## src/hw/rtl/pixel_art_scale2x_scale3x_top_macros.svh

```systemverilog
// ----------------------------------------------------------------------------
// pixel art scaler assertion macros
// shared property forms for the scaler checks
// ----------------------------------------------------------------------------
`ifndef PIXEL_ART_SCALE2X_SCALE3X_TOP_MACROS_SVH
`define PIXEL_ART_SCALE2X_SCALE3X_TOP_MACROS_SVH

// same-cycle implication
`define SCX_ASSERT_IMP(lbl, ante, cons, msg) \
    lbl: assert property (@(posedge i_clk) disable iff (!i_rst_n) \
        (ante) |-> (cons)) else $error(msg);

// next-cycle implication
`define SCX_ASSERT_NXT(lbl, ante, cons, msg) \
    lbl: assert property (@(posedge i_clk) disable iff (!i_rst_n) \
        (ante) |=> (cons)) else $error(msg);

`endif

```

## src/hw/rtl/scx_pkg.sv

```systemverilog
// ----------------------------------------------------------------------------
// scx_pkg
// shared types and codes of the pixel art scaler
// ----------------------------------------------------------------------------
package scx_pkg;

    localparam int unsigned PixW   = 32;
    localparam int unsigned CoordW = 12;
    localparam int unsigned CfgW   = 11;

    typedef enum logic [0:0] {
        REQ_PIXEL = 1'b0,
        REQ_DRAIN = 1'b1
    } t_req_kind;

    typedef enum logic [0:0] {
        CFG_SCALE_MODE  = 1'b0,
        CFG_FRAME_WIDTH = 1'b1
    } t_cfg_idx;

    typedef enum logic [0:0] {
        MODE_2X = 1'b0,
        MODE_3X = 1'b1
    } t_mode;

    typedef enum logic [2:0] {
        FS_IDLE,
        FS_RD_L,
        FS_RD_C,
        FS_RD_R,
        FS_CAP_R,
        FS_FULL
    } t_fetch_st;

    typedef struct packed {
        t_req_kind          req_type;
        logic [PixW-1:0]    src_pixel;
    } t_req;

    typedef struct packed {
        logic [PixW-1:0]    out_pixel;
        logic [CoordW-1:0]  dst_x;
        logic [CoordW-1:0]  dst_y;
        logic               block_last;
    } t_res;

    // one block request, or two adjacent ones when two is set
    typedef struct packed {
        logic [CoordW-1:0]  x;
        logic [CoordW-1:0]  y;
        logic               two;
        logic [1:0]         top;
        logic [1:0]         mid;
        logic [1:0]         bot;
    } t_job;

    typedef struct packed {
        logic               en;
        logic [1:0]         slot;
        logic [CoordW-1:0]  addr;
        logic [PixW-1:0]    data;
    } t_wr;

    typedef struct packed {
        t_mode              mode;
        logic [CoordW-1:0]  w_last;
    } t_cfg;

    typedef struct packed {
        logic               q_empty;
        logic               fetching;
    } t_hazard;

endpackage

```

## src/hw/rtl/scx_fifo.sv

```systemverilog
// ----------------------------------------------------------------------------
// scx_fifo
// two-entry queue of block requests between front and back
// ----------------------------------------------------------------------------
module scx_fifo (
    input  logic            i_clk,
    input  logic            i_rst_n,
    input  logic            i_push,
    input  scx_pkg::t_job   i_job,
    input  logic            i_pop,
    output logic            o_full,
    output logic            o_empty,
    output scx_pkg::t_job   o_head
);

    scx_pkg::t_job  r_q [2];
    logic           r_wp;
    logic           r_rp;
    logic [1:0]     r_cnt;

    assign o_full  = (r_cnt == 2'd2);
    assign o_empty = (r_cnt == 2'd0);
    assign o_head  = r_q[r_rp];

    always_ff @(posedge i_clk) begin
        if (i_push) begin
            r_q[r_wp] <= i_job;
        end
    end

    always_ff @(posedge i_clk) begin
        if (!i_rst_n) begin
            r_wp  <= 1'b0;
            r_rp  <= 1'b0;
            r_cnt <= '0;
        end else begin
            if (i_push) begin
                r_wp <= !r_wp;
            end
            if (i_pop) begin
                r_rp <= !r_rp;
            end
            case ({i_push, i_pop})
                2'b10:   r_cnt <= r_cnt + 2'd1;
                2'b01:   r_cnt <= r_cnt - 2'd1;
                default: r_cnt <= r_cnt;
            endcase
        end
    end

endmodule

```

## config.mk

```make
export PLATFORM = sky130hd
export DESIGN_NAME = scx_fifo
export DESIGN_NICKNAME = d
export VERILOG_FILES = /design/src/hw/rtl/pixel_art_scale2x_scale3x_top_macros.svh /design/src/hw/rtl/scx_pkg.sv /design/src/hw/rtl/scx_fifo.sv
export SDC_FILE = /design/constraint.sdc
export NUM_CORES = 1
export LEC_CHECK = 0
export BUFFER_PORTS_ARGS = -buffer_cell sky130_fd_sc_hd__buf_2
export CORE_ASPECT_RATIO = 1.1
export CORE_MARGIN = 5
export CORE_UTILIZATION = 30
export CTS_CLUSTER_DIAMETER = 100
export DETAILED_ROUTE_END_ITERATION = 10
export RECOVER_POWER = 100
export SLEW_MARGIN = 10
export SYNTH_ARGS = -nofsm -noshare
export SYNTH_HDL_FRONTEND = slang
export SYNTH_SLANG_ARGS = --single-unit
```

## constraint.sdc

```tcl
create_clock -name i_clk -period 1.95 [get_ports i_clk]
set_input_delay 0 -clock i_clk [delete_from_list [all_inputs] [get_ports i_clk]]
set_output_delay 0 -clock i_clk [all_outputs]
set_load 0.005 [all_outputs]
```

== Yosys cells after proc, flatten, opt, wreduce, memory -nomap -nowiden ==
Memory sizes are Yosys's and may differ from the RTL's. A register that Yosys moved wholly into a read port is not among the register bits.
Cells that the tools add are included.

* $add $sub $neg: 2
* Equality and inequality tests: 3
* Mux-type cells: 5
* Reductions and logical operators: 4

{| class="wikitable"
|+ Operators by type and width
! kind !! count
|-
| $eq 2x2->1 const B || 2
|-
| $mux 1 || 4
|-
| $pmux 2 s2 || 1
|-
| $add 2x1->2 const B || 1
|-
| $eq 2x1->1 const B || 1
|-
| $logic_not 1->1 || 2
|-
| $logic_not 2->1 || 1
|-
| $reduce_bool 2->1 || 1
|-
| $sub 2x1->2 const B || 1
|}

* Flip-flop bits (word level): 4
* RAM bits: 62
* Bits of input ports: 35
* Output and inout bits: 33
* Logic and storage cells: 18
* Memories: 1

{| class="wikitable"
|+ Memory list
! name !! words !! bits a word !! rd ports !! clocked after memory_dff !! write ports !! line !! RTL
|-
| r_q || 2 || 31 || 1 || 1 || 1 || scx_fifo.sv:16 || <nowiki>scx_pkg::t_job r_q [2];</nowiki>
|}

== Logic depth before layout (Yosys ltp) ==
Gate-level depths: netlist (run 1).

* Depth in word-level cells: 3
* Mapped depth: 5
* Mapped depth without buffers: 5

== Worst setup path after synthesis (run 1) ==
Ideal clock, no wire load.

* Kind: reg2reg
* Start: register r_wp
* End: memory r_q[0][0] (netlist name), enable pin
* Library setup time: 0.421 ns
* Arrival: 1.655 ns
* Data required time: 1.529 ns
* Slack: -0.126 ns
* Stages on the path, launching flop included: 2
* Path buffers: 0
* Clock period less this slack: 2.076 ns
* Cell sequence: dfxtp_1 -> nor2_1

{| class="wikitable"
|+ RTL lines
! what !! line !! RTL
|-
| from (decl) || scx_fifo.sv:17 || <nowiki>logic r_wp;</nowiki>
|-
| from (signal assigned) || scx_fifo.sv:38 || <nowiki>r_wp <= !r_wp;</nowiki>
|-
| to (decl) || scx_fifo.sv:16 ||
|}

Straight into the memory's write port.

== Worst setup path in the final report (run 1) ==
* Start: input i_push
* End: memory r_q[0][28] (netlist name), enable pin

* Cells in the longest elaborated chain, start to end: 2

{| class="wikitable"
|+ Ends and longest elaborated chain
! what !! line !! RTL
|-
| from (decl) || scx_fifo.sv:8 || <nowiki>input logic i_push,</nowiki>
|-
| $mux 1 || scx_fifo.sv:26 || <nowiki>if (i_push) begin</nowiki>
|-
| $mux 1 (not written as such) || scx_fifo.sv:27 || <nowiki>r_q[r_wp] <= i_job;</nowiki>
|}

No other way between the ends.

==> flow_summary.yaml, run 1 <==
clock_network:
  numCtsBuffers: 9
  cts_setup_buffers: 0
  path_clk_slew_ps: 70
  clk_latency_ps: 330
  numClockSinks: 67
  root_buffer: "clkbuf_8"
  cts_tree: "built"
  htree_levels: 3
  ctsLongestPathBuffers: 2
global_routing:
  grt_start_max_net_pins: 19
  met1_usage_pct: 12.5
  grt_pass1_vias: 1563
  grt_pass1_wl_um: 7820
  overflow: 0
  track_usage_pct: 10.5
  grt_use_met2_pct: 16.8
  use_met3_pct: 4.39
  grt_antenna_before_repair: 0
  busiest_layer: "met2"
critical_path:
  cp_cell_sequence: "dlygate4sd3_1 -> clkbuf_1 -> inv_1 -> nor2_2 -> buf_4"
  crit_path_end_kind: "flop"
  cp_top_family: "buffers and inverters"
  cp-start-kind: "input port"
  cpPeakStageDelay_ps: 590
  critPathKind: "input port to flop"
  worstPathRequired_ps: 1990
  path_buf_inv: 4
  critPathSlowestCell: "nor2_2"
  cp.arrival_ps: 1640
  worst-path-max-fanout: 14
synth:
  seq_area_frac_synth_pct: 80.3
  synthMuxAreaShare_pct: 14.3
  yosysTopAreaCell: "edfxtp_1"
  synth_xor_area_share_pct: 1.08
  synth_fa_ha_area_share_pct: 0.512
  synth_compound_area_share_pct: 0.820
  syn_area_mm2: 0.00244
  ys_top_cells_by_area: "edfxtp_1 76%, mux2_2 14%, dfxtp_1 4.1%"
  ys_types: 16
  ys_seq_elements: 67
  yosys_warnings: 0
  synth.net_count: 154
  synthSimpleGateAreaFrac_pct: 2.20
  synth_top_area_share_pct: 76.2
  synth_top_family_by_area: "multiplexers"
  avgSynthCellArea_um2: 20.7
  synth_cells: 118
die:
  die_area_mm2: 0.0100
  fp.dieH_um: 105
  initial_core_util_pct: 30.9
  core_mm2: 0.00791
  io_pins: 68
  die_x_um: 96.0
  rows: 34
power_and_ir_drop:
  p_per_area_mw_per_mm2: 946
  p_comb_share_pct: 10.8
  internal-power_mw: 2.61
  p_sw_uw: 672
  leakage_nw: 1.24
  vdd_drop_max_mv: 0.642
  p_seq_share_pct: 51.1
  power.share.clock_pct: 38.1
  switching_share_pct: 20.5
drt:
  drt_iter0_drc: 63
  routed_via_density: 4.10
  wl_per_cell_um: 14.0
  drt-total-wl_um: 4810
  num_vias: 1416
  firstDrtPassIters: 3
  drc_errors: 0
  postRouteAntennaNets: 0
worst_hold_path:
  hold_class: "input port to flop"
flow_run:
  cap_violations: 0
cells_and_area:
  diodes: 0
  drive_gt1_share_pct: 32.5
  postLayoutCoreUtil_pct: 43.8
  area_growth_pct: 41.9
  fill_cells: 755
  final_net_count: 268
timing:
  grt_setup_unrepaired: "false"
  hold_viol_final: 0
  slew_headroom_pct: 48.9
  finClkSkew_ps: 3.90
  fmax_mhz: 622
  period_share_pct: 82.4
  drv_slew: 0
  setup-tns-final_ps: 0
  setup_viol: 0
  min_period_ps: 1610
  worst_slew_pin_slew_ps: 765
placement:
  hpwl_um: 3280
  gp_congestion: 0.679
  port_buffers: 67
status:
  status: "completed"
placed cells by master (no fill, tap or decap), drive strengths merged, types with 2 or more instances in the layout:
cell type | netlist | routed
mux2 | 31 | 31
clkbuf | 0 | 52
clkinv | 0 | 2
nor2 | 2 | 2
dfxtp | 5 | 5
bufinv | 0 | 2
buf | 3 | 33
xnor2 | 2 | 2
edfxtp | 62 | 62
and2 | 4 | 4
dlygate4sd3 | 0 | 33
synth_stat cells, drive strengths merged:
library cell and count:
inv 1, edfxtp 62, and2 4, or3 1, mux2 31, xnor2 2, and2b 1, o21ai 1
dfxtp 5, o21a 1, a21boi 1, buf 3, nor2 2, xor2 1, nor2b 1, ha 1
kinds of logic (layout without fill, tap and decap cells):
| kind of cell | after synthesis | after routing |
|---|---|---|
| flops | 67 | 67 |
| buf+inv | 4 | 123 |
| fa+ha+maj | 1 | 1 |
| simple gates | 9 | 9 |
| xor+xnor | 3 | 3 |
| mux | 31 | 31 |
| compound gates | 3 | 3 |
metrics by stage:
step	cell area, um2	power, mW	worst slack, ps	hold slack [ps]	std cells
after floorplan	2440	1.87	391	98.9	118
after global placement	2980	2.03	643	189	296
after detailed placement	2980	2.04	595	193	296
after CTS	3520	3.35	462	5.23	345
after global routing	3470	3.44	200	17.3	345
final	3470	3.28	343	28.3	345
final timing paths:
path,start,end,slack [ps],cells after the start
setup / recovery,i_push,r_q[0][28],340,5
hold reg to reg,r_cnt[1],r_cnt[1],520,2
setup reg to reg,r_wp,r_q[1][27],350,2
hold / removal,i_pop,flop,30,3
per-layer routing:
layer	up-vias	part of all wire, %
met5	-	0
met4	0	1.4
met3	7	5.8
met2	45	51
met1	683	42
li1	681	-
power groups by stage:
stage / clock, mW / sequential, mW / combinational, mW
detailed placement: 0 / 1.71 / 0.331
global placement: 0 / 1.71 / 0.328
global route: 1.36 / 1.68 / 0.393
CTS: 1.28 / 1.68 / 0.386
finish: 1.25 / 1.68 / 0.354
floorplan: 0 / 1.70 / 0.164
cell type report:
class	count	area (um2)	area share, %
sequential	67	1960	56.6
timing repair buffer	106	682	19.7
multi-input combinational	47	464	13.4
clock buffer	12	145	4.19
tap	108	135	3.90
clock inverter	4	73.8	2.13
inverter	1	3.75	0.108
state kept, by name, indices dropped and copies added (netlist names), named ones only:
register	cells
r_cnt	2
r_wp	1
r_rp	1
r_q	62
what timing repair did:
action	in CTS	in global routing
hold buffers	33	0
gates resized for setup	0	0
endpoints found under the hold margin	67	0
worst min-delay path, stage by stage:
cell    delay [ps]
buf_2          100
xor2_1          70
and2_1         140
Note: power is estimated with default switching activity, not from simulation.
==> run 2: changes to the inputs <==
- ABC_AREA: not set -> 1
- clock period: 1.95 -> 1.5 ns (I/O delays scaled with it)
==> flow_summary.yaml, run 2 <==
critical_path:
  r2r_cells: 3
  cp-start-kind: "flop"
  r2r_end: "r_q[1][16]"
  worstPathRequired_ps: 1500
  rrSetupSlack_ps: 130
  crit_path_end: "o_head[19]"
  crit-reg2reg-launch: "r_wp"
  crit_path_end_kind: "primary output"
  worst-path-max-fanout: 20
  critPathKind: "flop to primary output"
  cp.arrival_ps: 1410
cells_and_area:
  fill_cells: 725
  diodes: 0
  drive_gt1_share_pct: 30.7
  reg_top3: "r_q: 62 flops, r_cnt: 2 flops"
  area_growth_pct: 41.3
  mostFrequentLayoutCell: "edfxtp_1"
  multi_input_area_um2: 460
  final_area_mm2: 0.00349
  ff_latch_area_mm2: 0.00196
  largest_reg_flops: 62
  final_cell_mix: "62 x edfxtp_1, 42 x clkbuf_1, 35 x dlygate4sd3_1, 30 x mux2_2, 25 x buf_2"
  regMostFlops: "r_q"
  final_net_count: 283
  final_cells: 359
  postLayoutCoreUtil_pct: 43.9
global_routing:
  grt_antenna_before_repair: 0
  grt_pass1_vias: 1582
  grt_pass1_wl_um: 7700
  grt_start_max_net_pins: 21
  overflow: 0
  track_usage_pct: 10.4
synth:
  synthFlopType: "edfxtp_1"
  seq_area_frac_synth_pct: 79.4
  yosysTopAreaCell: "edfxtp_1"
  yosys_warnings: 0
  ys_top_cells_by_area: "edfxtp_1 75%, mux2_2 14%, dfxtp_1 4.1%"
  avgSynthCellArea_um2: 18.9
  synth_top_area_share_pct: 75.3
  synth_edf_count: 62
  ys_types: 11
  synth.net_count: 167
  yosysMostFrequentCell: "edfxtp_1"
  synth_commonest_cells: "62 x edfxtp_1, 31 x mux2_2, 12 x nor2_1"
  syn_area_mm2: 0.00247
  ys_seq_elements: 67
  synthArstFlopShare_pct: 0
  synth_cells: 131
timing:
  setup_viol: 0
  grt_setup_unrepaired: "false"
  setup_ws_ps: 86.4
  fmax_mhz: 707
  period_share_pct: 94.2
  setup-tns-final_ps: 0
  worst_slew_pin_slew_ps: 538
  finClkSkew_ps: 6.74
  slew_headroom_pct: 64.1
  min_period_ps: 1410
  hold_viol_final: 0
  drv_slew: 0
die:
  core_mm2: 0.00796
  die_x_um: 96.5
  die_area_mm2: 0.0102
  fp.dieH_um: 105
  rows: 34
  io_pins: 68
  initial_core_util_pct: 31.1
drt:
  drt_iter0_drc: 54
  num_vias: 1477
  drt-total-wl_um: 4940
  firstDrtPassIters: 3
  drc_errors: 0
  routed_via_density: 4.11
  postRouteAntennaNets: 0
  wl_per_cell_um: 13.7
power_and_ir_drop:
  leakage_nw: 1.26
  vdd_drop_max_mv: 0.430
  p_per_area_mw_per_mm2: 1250
worst_hold_path:
  holdCritStartpoint: "i_job[27]"
  hold_class: "input port to flop"
clock_network:
  ctsLongestPathBuffers: 2
  root_buffer: "clkbuf_8"
  numCtsBuffers: 9
  cts_tree: "built"
  clk_latency_ps: 330
  htree_levels: 3
  cts_setup_buffers: 0
  numClockSinks: 67
  path_clk_slew_ps: 70
placement:
  port_buffers: 67
  place_ws_ps: 327
  dp.cells: 309
  hpwl_um: 3220
  gp_congestion: 0.623
  dpl_cell_area_mm2: 0.00296
status:
  status: "completed"
flow_run:
  cap_violations: 0
[run 2: changes by cell type in the layout (fill, tap and decap cells not counted), moves of 3 or more]
cell	previous run	this run
clkbuf_1	39	42
mux2_1	6	1
mux2_2	25	30
inv_1	1	6
nand2_1	0	8
nor2_1	1	11
buf_2	30	25
[run 2: per-stage QoR]
step | hold slack, ps | power, mW
2_1_floorplan | 98.9 | 2.41
3_5_place_dp | 192 | 2.60
4_1_cts | 366 | 4.46
6_report | 390 | 4.36
3_3_place_gp | 188 | 2.59
5_1_grt | 374 | 4.58
[run 2: how the worst min path moves through the flow]
stage / depth (start not counted) / slack [ps] / endpoint
global route: 2 / 370 / r_q[1][3]
global placement: 1 / 190 / r_q[1][30]
finish: 2 / 390 / r_q[1][27]
detailed placement: 1 / 190 / r_q[1][22]
floorplan: 0 / 100 / r_q[0][0]
CTS: 2 / 370 / r_q[1][23]
[run 2: kinds of logic after synthesis]
logic type,Yosys count,share of synthesized area (%)
multiplexers,31,14.1
buffers and inverters,9,2.28
AO/OA/AOI/OAI,2,0.405
flip-flops,67,79.4
adder cells (fa/ha/maj),1,0.506
AND/OR/NAND/NOR,21,3.29
[run 2: critical path, stage by stage (launching register included)]
cell and delay, ps:
dfxtp_1 350, buf_6 220, mux2_2 380, buf_2 130
[run 2: timing repair]
item,CTS,global route
endpoints found under the setup margin,6,0
hold buffers,35,0
gates resized for setup,1,0
hold endpoints to repair,67,0
[run 2: where the power goes]
group,total (mW),switching (mW),internal (mW),leakage (nW)
Clock,1.76,0.662,1.10,0.115
Combinational,0.418,0.195,0.223,0.525
Sequential,2.18,0.0280,2.15,0.624
[run 2: layout make-up]
type | instances | area share (%)
clock buffer | 9 | 3.55
clock inverter | 6 | 3.30
inverter | 6 | 0.645
multi-input combinational | 55 | 13.2
sequential | 67 | 56.2
tap | 108 | 3.87
timing repair buffer | 108 | 19.2
[run 2: metal layers]
| layer | up-vias | share of wire (%) | global-route usage, % |
|---|---|---|---|
| met2 | 50 | 52 | 17.5 |
| met3 | 8 | 6.8 | 4.03 |
| met1 | 702 | 39 | 11.4 |
| met5 | - | 0 | 0 |
| met4 | 0 | 1.5 | 4.81 |
| li1 | 717 | - | - |
