<file path="src/hw/rtl/pixel_art_scale2x_scale3x_top_macros.svh">
// ----------------------------------------------------------------------------
// pixel art scaler assertion macros
// shared property forms for the scaler checks
// ----------------------------------------------------------------------------
`ifndef PIXEL_ART_SCALE2X_SCALE3X_TOP_MACROS_SVH
`define PIXEL_ART_SCALE2X_SCALE3X_TOP_MACROS_SVH

// same-cycle implication
`define SCX_ASSERT_IMP(lbl, ante, cons, msg) \
    lbl: assert property (@(posedge i_clk) disable iff (!i_rst_n) \
        (ante) |-> (cons)) else $error(msg);

// next-cycle implication
`define SCX_ASSERT_NXT(lbl, ante, cons, msg) \
    lbl: assert property (@(posedge i_clk) disable iff (!i_rst_n) \
        (ante) |=> (cons)) else $error(msg);

`endif

</file>
<file path="src/hw/rtl/scx_pkg.sv">
// ----------------------------------------------------------------------------
// scx_pkg
// shared types and codes of the pixel art scaler
// ----------------------------------------------------------------------------
package scx_pkg;

    localparam int unsigned PixW   = 32;
    localparam int unsigned CoordW = 12;
    localparam int unsigned CfgW   = 11;

    typedef enum logic [0:0] {
        REQ_PIXEL = 1'b0,
        REQ_DRAIN = 1'b1
    } t_req_kind;

    typedef enum logic [0:0] {
        CFG_SCALE_MODE  = 1'b0,
        CFG_FRAME_WIDTH = 1'b1
    } t_cfg_idx;

    typedef enum logic [0:0] {
        MODE_2X = 1'b0,
        MODE_3X = 1'b1
    } t_mode;

    typedef enum logic [2:0] {
        FS_IDLE,
        FS_RD_L,
        FS_RD_C,
        FS_RD_R,
        FS_CAP_R,
        FS_FULL
    } t_fetch_st;

    typedef struct packed {
        t_req_kind          req_type;
        logic [PixW-1:0]    src_pixel;
    } t_req;

    typedef struct packed {
        logic [PixW-1:0]    out_pixel;
        logic [CoordW-1:0]  dst_x;
        logic [CoordW-1:0]  dst_y;
        logic               block_last;
    } t_res;

    // one block request, or two adjacent ones when two is set
    typedef struct packed {
        logic [CoordW-1:0]  x;
        logic [CoordW-1:0]  y;
        logic               two;
        logic [1:0]         top;
        logic [1:0]         mid;
        logic [1:0]         bot;
    } t_job;

    typedef struct packed {
        logic               en;
        logic [1:0]         slot;
        logic [CoordW-1:0]  addr;
        logic [PixW-1:0]    data;
    } t_wr;

    typedef struct packed {
        t_mode              mode;
        logic [CoordW-1:0]  w_last;
    } t_cfg;

    typedef struct packed {
        logic               q_empty;
        logic               fetching;
    } t_hazard;

endpackage

</file>
<file path="src/hw/rtl/scx_front.sv">
// ----------------------------------------------------------------------------
// scx_front
// takes requests, writes row stores, queues block requests
// ----------------------------------------------------------------------------
module scx_front #(
    parameter int MAX_WIDTH  = 1024,
    parameter int MAX_HEIGHT = 1024
) (
    input  logic                              i_clk,
    input  logic                              i_rst_n,
    input  logic                              i_cfg_we,
    input  scx_pkg::t_cfg_idx                 i_cfg_idx,
    input  logic [scx_pkg::CfgW-1:0]          i_cfg_data,
    input  logic                              i_in_valid,
    output logic                              o_in_ready,
    input  scx_pkg::t_req                     i_in_req,
    input  logic                              i_q_full,
    input  scx_pkg::t_hazard                  i_hz,
    output logic                              o_push,
    output scx_pkg::t_job                     o_job,
    output scx_pkg::t_wr                      o_wr,
    output scx_pkg::t_cfg                     o_cfg
);

    localparam int CW = $clog2(MAX_WIDTH + 1);
    localparam int HW = $clog2(MAX_HEIGHT + 1);

    scx_pkg::t_mode             r_mode;
    logic [scx_pkg::CfgW-1:0]   r_fw;
    logic [CW-1:0]              r_col;
    logic [HW-1:0]              r_row;
    logic [1:0]                 r_rot;
    logic [CW-1:0]              r_drain;

    logic [CW-1:0]              w;
    logic [CW-1:0]              w_last;
    logic [CW-1:0]              cc;
    logic [CW-1:0]              dp;
    logic [1:0]                 s_mid;
    logic [1:0]                 s_nxt;
    logic [1:0]                 s_top;
    logic                       is_pix;
    logic                       pix_ignore;
    logic                       pix_has;
    logic                       drain_ok;
    logic                       acc;

    always_comb begin
        if (r_fw == '0) begin
            w = CW'(1);
        end else if (32'(r_fw) > MAX_WIDTH) begin
            w = CW'(MAX_WIDTH);
        end else begin
            w = CW'(r_fw);
        end
    end

    assign w_last     = w - CW'(1);
    assign cc         = (r_col >= w) ? '0 : r_col;
    assign dp         = (r_drain >= w) ? '0 : r_drain;
    assign s_mid      = (r_rot == 2'd0) ? 2'd2 : r_rot - 2'd1;
    assign s_nxt      = (r_rot == 2'd2) ? 2'd0 : r_rot + 2'd1;
    assign s_top      = (32'(r_row) >= 2) ? s_nxt : s_mid;
    assign is_pix     = (i_in_req.req_type == scx_pkg::REQ_PIXEL);
    assign pix_ignore = (cc == '0) && (32'(r_row) >= MAX_HEIGHT);
    assign pix_has    = (r_row != '0) && ((cc != '0) || (cc == w_last));
    assign drain_ok   = (r_col == '0) && (r_row != '0);

    // a new row overwrites the oldest slot, so wait until no read is pending
    assign o_in_ready = !i_q_full &&
                        !(is_pix && (cc == '0) && (!i_hz.q_empty || i_hz.fetching));
    assign acc        = i_in_valid && o_in_ready;

    always_comb begin
        o_push     = acc && (is_pix ? (!pix_ignore && pix_has) : drain_ok);
        o_job.x    = is_pix ? scx_pkg::CoordW'((cc != '0) ? cc - CW'(1) : cc)
                            : scx_pkg::CoordW'(dp);
        o_job.y    = scx_pkg::CoordW'(r_row - HW'(1));
        o_job.two  = is_pix && (cc != '0) && (cc == w_last);
        o_job.top  = s_top;
        o_job.mid  = s_mid;
        o_job.bot  = is_pix ? r_rot : s_mid;
        o_wr.en    = acc && is_pix && !pix_ignore;
        o_wr.slot  = r_rot;
        o_wr.addr  = scx_pkg::CoordW'(cc);
        o_wr.data  = i_in_req.src_pixel;
        o_cfg.mode   = r_mode;
        o_cfg.w_last = scx_pkg::CoordW'(w_last);
    end

    always_ff @(posedge i_clk) begin
        if (!i_rst_n) begin
            r_mode  <= scx_pkg::MODE_2X;
            r_fw    <= scx_pkg::CfgW'(1);
            r_col   <= '0;
            r_row   <= '0;
            r_rot   <= '0;
            r_drain <= '0;
        end else if (i_cfg_we) begin
            case (i_cfg_idx)
                scx_pkg::CFG_SCALE_MODE: begin
                    r_mode <= scx_pkg::t_mode'(i_cfg_data[0]);
                end
                scx_pkg::CFG_FRAME_WIDTH: begin
                    r_fw <= i_cfg_data;
                end
                default: begin
                end
            endcase
            r_col   <= '0;
            r_row   <= '0;
            r_rot   <= '0;
            r_drain <= '0;
        end else if (acc) begin
            if (is_pix) begin
                if (!pix_ignore) begin
                    r_drain <= '0;
                    if (cc == w_last) begin
                        r_col <= '0;
                        r_row <= r_row + HW'(1);
                        r_rot <= s_nxt;
                    end else begin
                        r_col <= cc + CW'(1);
                    end
                end
            end else if (drain_ok) begin
                if (dp + CW'(1) >= w) begin
                    // last drain tick ends the frame
                    r_col   <= '0;
                    r_row   <= '0;
                    r_rot   <= '0;
                    r_drain <= '0;
                end else begin
                    r_drain <= dp + CW'(1);
                end
            end
        end
    end

endmodule

</file>
<file path="config.mk">
export PLATFORM = sky130hd
export DESIGN_NAME = scx_front
export DESIGN_NICKNAME = d
export VERILOG_FILES = /design/src/hw/rtl/pixel_art_scale2x_scale3x_top_macros.svh /design/src/hw/rtl/scx_pkg.sv /design/src/hw/rtl/scx_front.sv
export SDC_FILE = /design/constraint.sdc
export NUM_CORES = 1
export LEC_CHECK = 0
export ABC_AREA = 1
export BUFFER_PORTS_ARGS = -buffer_cell sky130_fd_sc_hd__clkbuf_2
export CAP_MARGIN = 40
export CORE_MARGIN = 2
export CORE_UTILIZATION = 25
export DETAILED_ROUTE_END_ITERATION = 6
export RECOVER_POWER = 25
export SLEW_MARGIN = 20
export SYNTH_ARGS = -nofsm -noshare
export SYNTH_HDL_FRONTEND = slang
export SYNTH_SLANG_ARGS = --single-unit
</file>
<file path="constraint.sdc">
create_clock -name i_clk -period 5.6 [get_ports i_clk]
set_input_delay 1.68 -clock i_clk [delete_from_list [all_inputs] [get_ports i_clk]]
set_output_delay 1.68 -clock i_clk [all_outputs]
set_load 0.1 [all_outputs]
</file>
Word level (Yosys, flattened, before mapping) --
Index checks and enable logic that the tools add are counted.
Storage, ports and cells: output and inout bits 93, word-level logic and storage cells 88, register bits 47
Operators by class: muxes and demuxes 28, equal/unequal tests 5, reduce and logical (&&, ||, !) cells 32, $lt $le $gt $ge 6, add/sub/neg operators 8, bitwise operators 3
Operators by type and width (count):
- 2-to-1 mux 11 bit | 16
- adder 11 x 1 -> 11 bit (second input constant) | 3
- greater-or-equal comparator 11 bit | 3
- zero test 11 bit | 3
- 2-to-1 mux 12 bit | 2
- subtractor 11 x 1 -> 12 bit (second input constant) | 2
- nonzero test 11 bit | 2
- 2-to-1 mux 2 bit | 9
- logical AND 1 bit | 13
- == test 11 bit | 1
- greater-or-equal comparator 11 bit (second input constant) | 1
- greater-or-equal comparator 11 x 2 -> 1 bit (second input constant) | 1
- greater-than comparator 11 bit (second input constant) | 1
- subtractor 11 x 1 -> 11 bit (second input constant) | 1
- AND reduction 5 bit | 1
- zero test 1 bit | 4
- != test 2 x 1 -> 1 bit (second input constant) | 2
- AND reduction 2 bit | 2
- AND reduction 4 bit | 1
- NOT 1 bit | 3
- AND reduction 3 bit | 1
- adder 2 x 1 -> 2 bit (second input constant) | 1
- == test 2 bit (second input constant) | 1
- zero test 2 bit | 1
- 6 further kinds | 7

Longest topological paths before layout --
Gate-level depths: netlist of run 1.
word-level depth 13, mapped depth 29

Worst setup path after synthesis of run 1 --
OpenSTA, ideal clock, no wires.
kind register to output, start point register r_fw[2] (netlist bit), end point output o_job[26] (netlist bit), stages on the path, launching flop included 18, setup slack -1811 ps, arrival time 5731 ps, cell sequence dfxtp_1 > nor2_1 > nand2_1 > nor2_1 > a21boi_1 > buf_4 > inv_1 > ha_1 > nor2_1 > o21ai_0 > nand2_1 > nand3_4 > nor2_2 > nor2_1 > nand3_1 > nor2_1 > xor2_1 > o21ai_0
RTL lines:
- start: declaration | line scx_front.sv:29 | logic [scx_pkg::CfgW-1:0] r_fw;
- start signal: assignment | line scx_front.sv:94 | r_fw <= scx_pkg::CfgW'(1);
- start signal: assignment | line scx_front.sv:105 | r_fw <= i_cfg_data;
- end: declaration | line scx_front.sv:20 | output scx_pkg::t_job o_job,

==> flow_metrics.env, run 1 <==
export IMPL_grt_max_degree=21
export IMPL_required_ns=3.92
export IMPL_synth_top_area_cell="dfxtp_1"
export IMPL_dieHeight_microns=145
export IMPL_routed_via_count=5345
export IMPL_path_clk_slew_ns=0.07
export IMPL_viasPerCell=4.69
export IMPL_finalCriticalPeriod_ns=5.40
export IMPL_setup_worst_path_end_class="output pin"
export IMPL_drt_total_wl_microns=16200
export IMPL_power_share_combinational=0.444
export IMPL_drive_above_1_share=0.203
export IMPL_num_rows=51
export IMPL_drt_iter0_drc=298
export IMPL_initial_core_util=0.255
export IMPL_status="completed"
export IMPL_dp_hpwl_microns=13200
export IMPL_root_buffer="clkbuf_16"
export IMPL_cp_arrival_ns=3.72
export IMPL_startpoint="r_fw[1]"
export IMPL_grt_usage=0.158
export IMPL_grt_pass1_wl_microns=25700
export IMPL_relSlewSlack=0.217
export IMPL_netlist_instances=801
export IMPL_grt_antenna_before_repair=0
export IMPL_drv_slew=0
export IMPL_p_clk_frac=0.287
export IMPL_finalSetupViolCount=0
export IMPL_ir_drop_uv=120
export IMPL_start_kind="flop"
export IMPL_place_ws_ns=0.276
export IMPL_tightest_slew_ns=1.18
export IMPL_p_leak_nw=2.92
export IMPL_min_delay_start="r_mode"
export IMPL_synth_edf_count=0
export IMPL_die_area_sq_um=21000
export IMPL_holdWs_ns=0.465
export IMPL_drc=0
export IMPL_synthToLayoutAreaGrowth_pct=25.4
export IMPL_portBuffers=78
export IMPL_grt_pass1_vias=5003
export IMPL_yosysSeqAreaShare=0.190
export IMPL_synth_cell_type_count=43
export IMPL_path_class="flop to output pin"
export IMPL_regToRegStartpoint="r_fw[1]"
export IMPL_fin_nets=971
export IMPL_ys_flop_type="dfxtp_1"
export IMPL_drt_wirelength_per_cell_microns=14.2
export IMPL_insertedDiodeCount=0
export IMPL_netlist_top_cells_count="nand2_1 (177), nor2_1 (116), inv_1 (101)"
export IMPL_synth_area_sq_um=4960
export IMPL_seq_power_share=0.270
export IMPL_holdCritPathClass="flop to flop"
export IMPL_dr_pass1_iters=5
export IMPL_layout_setup_ws_ns=0.202
export IMPL_hold_viol=0
export IMPL_boundaryPins=145
export IMPL_worst_path_max_fanout=8
export IMPL_die_x_microns=145
export IMPL_synth_seq_cells=47
export IMPL_powerDensity_nw_per_um2=210
export IMPL_cts_max_level=2
export IMPL_timing_final_crit_share=0.964
export IMPL_ys_warn_count=0
export IMPL_cts_num_sinks=47
export IMPL_maxCapViolCount=0
export IMPL_power_switching_mw=0.582
export IMPL_cts_tree="done"
export IMPL_rsz0062_at_grt="yes"
export IMPL_synth_async_reset_ratio=0
export IMPL_grt_overflow=0
export IMPL_gp_congestion=0.981
export IMPL_core_area_sq_um=19500
export IMPL_worst_skew_pair_late_latency_ns=0.30
export IMPL_skew_ns=0.00674
export IMPL_intPower_mw=0.722
export IMPL_antenna_left=0
export IMPL_ys_top_cells_by_area="dfxtp_1 (19%), nand2_1 (13%), ha_1 (11%), nor2_1 (8.8%), inv_1 (7.6%)"
export IMPL_yosysMostFrequentCell="nand2_1"
export IMPL_numCtsBuffers=5
export IMPL_synth_top_cell_area_share=0.190
export IMPL_clockBufferDepth=2
export IMPL_switching_share=0.446
export IMPL_max_freq_mhz=185
export IMPL_syn_avg_cell_area_sq_um=6.19
## power groups by stage
stage	combinational [mW]	clock, mW	sequential [mW]
finish	0.578	0.374	0.352
CTS	0.569	0.382	0.351
global route	0.619	0.392	0.353
floorplan	0.524	0	0.358
global placement	0.555	0	0.359
detailed placement	0.555	0	0.359
## cell type report
cell class / instances / area [sq um]
inverters: 108 / 412
multi-input cells: 597 / 3420
clock buffers: 6 / 139
well taps: 265 / 332
clock inverters: 2 / 38.8
fillers: 2134 / 13200
flip-flops and latches: 47 / 942
repair buffers: 115 / 931
## metrics by stage
| stage | utilization | setup TNS [ns] | power, mW | std cells | instance area, sq um |
|---|---|---|---|---|---|
| 3_5_place_dp | 0.301 | 0 | 0.915 | 1115 | 5850 |
| 6_report | 0.319 | 0 | 1.30 | 1140 | 6220 |
| 2_1_floorplan | - | -0.690 | 0.882 | 802 | 5080 |
| 5_1_grt | 0.319 | -0.0902 | 1.36 | 1140 | 6220 |
| 3_3_place_gp | 0.301 | 0 | 0.914 | 1115 | 5850 |
| 4_1_cts | 0.312 | 0 | 1.30 | 1126 | 6070 |
## metal layers
layer,vias up,global-route usage,part of all wire
met5,-,0,0
met4,0,0.0649,0.035
met3,37,0.0197,0.045
met2,126,0.267,0.48
met1,2464,0.202,0.44
li1,2718,-,-
## cell usage in the layout, fill, tap and decap left out, types with 3 or more instances in the layout
cell type  count
nand2_2        8
inv_1         98
dfxtp_1       46
nand4_1       26
nand2_1      174
xor2_1        22
nand3_2        5
buf_12        18
ha_1          44
clkbuf_2      54
clkbuf_1       7
o21ai_0       44
nand3_1       47
inv_2          7
nand2_4        3
o21ai_2        4
nor3_1        13
nor2_4        12
a21oi_1       38
nor4_1         4
nor2_1       110
nor2_2         4
buf_4         35
clkbuf_16      5
o21ai_1        8
## sequential cells by signal, indices dropped and copies added, names as in the netlist
name and cells:
r_fw 11, r_col 11, r_drain 11, r_row 11, r_rot 2, r_mode 1
## worst paths after layout
check / endpoint / depth (start not counted) / slack, ns
min reg2reg: r_mode / 2 / 0.46
max reg2reg: r_row[2] / 29 / 0.53
max: o_job[29] / 20 / 0.20
min: r_mode / 2 / 0.46
## repair_timing
item | in CTS | in global routing
hold buffers | 0 | 0
pin swaps | 1 | 6
setup buffers | 3 | 14
resized for setup | 1 | 13
endpoints found under the setup margin | 2 | 29
## worst max-delay path, stage by stage, from the launching register on
cell      delay, ns
dfxtp_1        0.36
nor2_2         0.14
nand3_2        0.10
o21bai_4       0.29
buf_4          0.17
nand2_2        0.05
ha_1           0.27
nand4_1        0.13
nor2_1         0.13
nand2_1        0.13
nand3_4        0.15
buf_4          0.15
nor2_4         0.06
inv_1          0.16
nand3_1        0.17
nor4_4         0.22
o21ai_0        0.17
xor2_1         0.17
nand2_1        0.08
o21ai_2        0.10
buf_12         0.20
## cells by family (layout without fill, tap and decap cells)
family | Yosys count | after routing | synth area share
AND/OR/NAND/NOR | 413 | 413 | 0.375
AO/OA/AOI/OAI | 114 | 114 | 0.127
adder cells (fa/ha/maj) | 45 | 45 | 0.114
flip-flops | 47 | 47 | 0.190
other | 1 | 2 | 0.000756
XOR/XNOR | 23 | 23 | 0.0406
buffers and inverters | 158 | 231 | 0.153
Power figures use the tool's default switching activity.
==> run 2: changes to the inputs <==
- clock period: 5.6 -> 4.5 ns (I/O delays scaled with it)
==> flow_metrics.env, run 2 (synthesis gave the netlist of run 1 again) <==
export IMPL_fin_cells=1285
export IMPL_critPathBufInv=5
export IMPL_synthToLayoutAreaGrowth_pct=71.5
export IMPL_design_area_sq_um=8510
export IMPL_grt_pass1_wl_microns=28500
export IMPL_dp_hpwl_microns=14200
export IMPL_required_ns=3.15
export IMPL_path_delay_family="simple AND/OR/NAND/NOR gates"
export IMPL_critical_path_max_stage_delay_ns=0.35
export IMPL_cts_tree="done"
export IMPL_relSlewSlack=0.214
export IMPL_skew_ns=0.00684
export IMPL_dr_pass1_iters=5
export IMPL_drive_above_1_share=0.445
export IMPL_worst_path_max_fanout=5
export IMPL_placed_cells=1222
export IMPL_grt_antenna_before_repair=0
export IMPL_fin_nets=1116
export IMPL_numCtsBuffers=5
export IMPL_fin_util=0.437
export IMPL_grt_max_degree=18
export IMPL_layout_common_cells="nand2_1 (151), buf_4 (144), inv_1 (87), nor2_1 (85), clkbuf_2 (43)"
export IMPL_place_ws_ns=-0.117
export IMPL_cts_num_sinks=47
export IMPL_max_freq_mhz=206
export IMPL_insertedDiodeCount=0
export IMPL_core_area_sq_um=19500
export IMPL_holdCritPathClass="flop to flop"
export IMPL_use_met3=0.0211
export IMPL_cp_arrival_ns=3.51
export IMPL_initial_core_util=0.255
export IMPL_dieHeight_microns=145
export IMPL_viasPerCell=4.71
export IMPL_setup_worst_path_end_class="output pin"
export IMPL_drt_wirelength_per_cell_microns=15.1
export IMPL_grt_pass1_vias=5725
export IMPL_hold_viol=0
export IMPL_use_met1=0.224
export IMPL_placed_cell_area_sq_um=7050
export IMPL_finalSetupViolCount=23
export IMPL_gp_congestion=0.959
export IMPL_path_clk_slew_ns=0.07
export IMPL_num_rows=51
export IMPL_ir_drop_uv=137
export IMPL_cts_max_level=2
export IMPL_start_kind="flop"
export IMPL_grt_usage=0.174
export IMPL_root_buffer="clkbuf_16"
export IMPL_violations="setup timing"
export IMPL_die_x_microns=145
export IMPL_tightest_slew_ns=1.18
export IMPL_rsz0062_at_grt="yes"
export IMPL_drc=0
export IMPL_boundaryPins=145
export IMPL_grt_overflow=0
export IMPL_layout_setup_ws_ns=-0.361
export IMPL_clockBufferDepth=2
export IMPL_grt_use_met2=0.296
export IMPL_routed_via_count=6048
export IMPL_busiest_layer="met2"
export IMPL_crit_top_cell="nand2_2"
export IMPL_critPathSlowestCell="dfxtp_4"
export IMPL_maxCapViolCount=0
export IMPL_powerDensity_nw_per_um2=223
export IMPL_timing_final_crit_share=1.08
export IMPL_drv_slew=0
export IMPL_path_cells="nor2_4, nand3_2, o21bai_4, nand2_2, buf_6, ha_4, nand2_2, inv_2, nand3_2, nor2_2, nand2_2, nand3_4, inv_2, nand2_1, inv_2, nand3_1, nand2_1, nor2_2, nand2_1, nor2_2, nand2_2, a21oi_2, o21a_2, buf_12"
export IMPL_worst_skew_pair_late_latency_ns=0.31
export IMPL_antenna_left=0
export IMPL_die_area_sq_um=21000
export IMPL_portBuffers=78
export IMPL_drt_total_wl_microns=19400
export IMPL_hold_buffers=0
export IMPL_layout_commonest_cell="nand2_1"
export IMPL_drt_iter0_drc=461
export IMPL_p_leak_nw=3.87
export IMPL_finalCriticalPeriod_ns=4.86
export IMPL_status="finished, violations left"
export IMPL_path_class="flop to output pin"
## run 2: cell count changes in the layout (fill, tap and decap cells not counted), sizes merged
cell	change
clkinv	+1
buf	+155
clkinvlp	+1
clkbuf	-10
inv	-2
## run 2: worst min-delay path, cell delays in order (launching register included)
cell	delay [ns]
dfxtp_1	0.32
nand2_1	0.06
a21oi_1	0.05
## run 2: path summary, 6_finish.rpt
path            from  endpoint  slack [ns]  cells past startpoint
max          r_fw[2]    o_push       -0.36                     24
min           r_mode    r_mode        0.47                      2
min reg2reg   r_mode    r_mode        0.47                      2
max reg2reg  r_fw[2]  r_row[3]       -0.05                     32
## run 2: final cells by class
class | instances | area (sq um)
clock buffer | 6 | 150
timing repair buffer | 260 | 2420
inverter | 108 | 435
sequential | 47 | 953
tap | 265 | 332
fill | 1853 | 11000
clock inverter | 2 | 41.3
multi-input combinational | 597 | 4180
## run 2: power by group
part,total (mW),internal [mW],leakage (nW),switching (mW)
clock network,0.494,0.301,0.0941,0.193
logic,0.968,0.345,3.40,0.622
registers,0.435,0.426,0.384,0.00918
## run 2: metal layers
metal / part of all wire / up-vias
li1: - / 3021
met1: 0.44 / 2831
met2: 0.49 / 157
met5: 0 / -
met3: 0.040 / 39
met4: 0.024 / 0
## run 2: repair_timing
item,4_1_cts,5_1_grt
resized for setup,67,142
pin swaps,49,63
endpoints found under the setup margin,39,51
gates cloned,0,4
hold endpoints to repair,0,0
buffers inserted,53,23
## run 2: per-stage QoR
stage          power (mW)  setup TNS [ns]  hold WS [ns]
2_1_floorplan        1.12           -5.18         0.436
6_report             1.90           -4.39         0.466
5_1_grt              1.97          -15.50         0.505
3_3_place_gp         1.27          -0.682         0.452
4_1_cts              1.81           -1.81         0.465
3_5_place_dp         1.27           -1.51         0.454
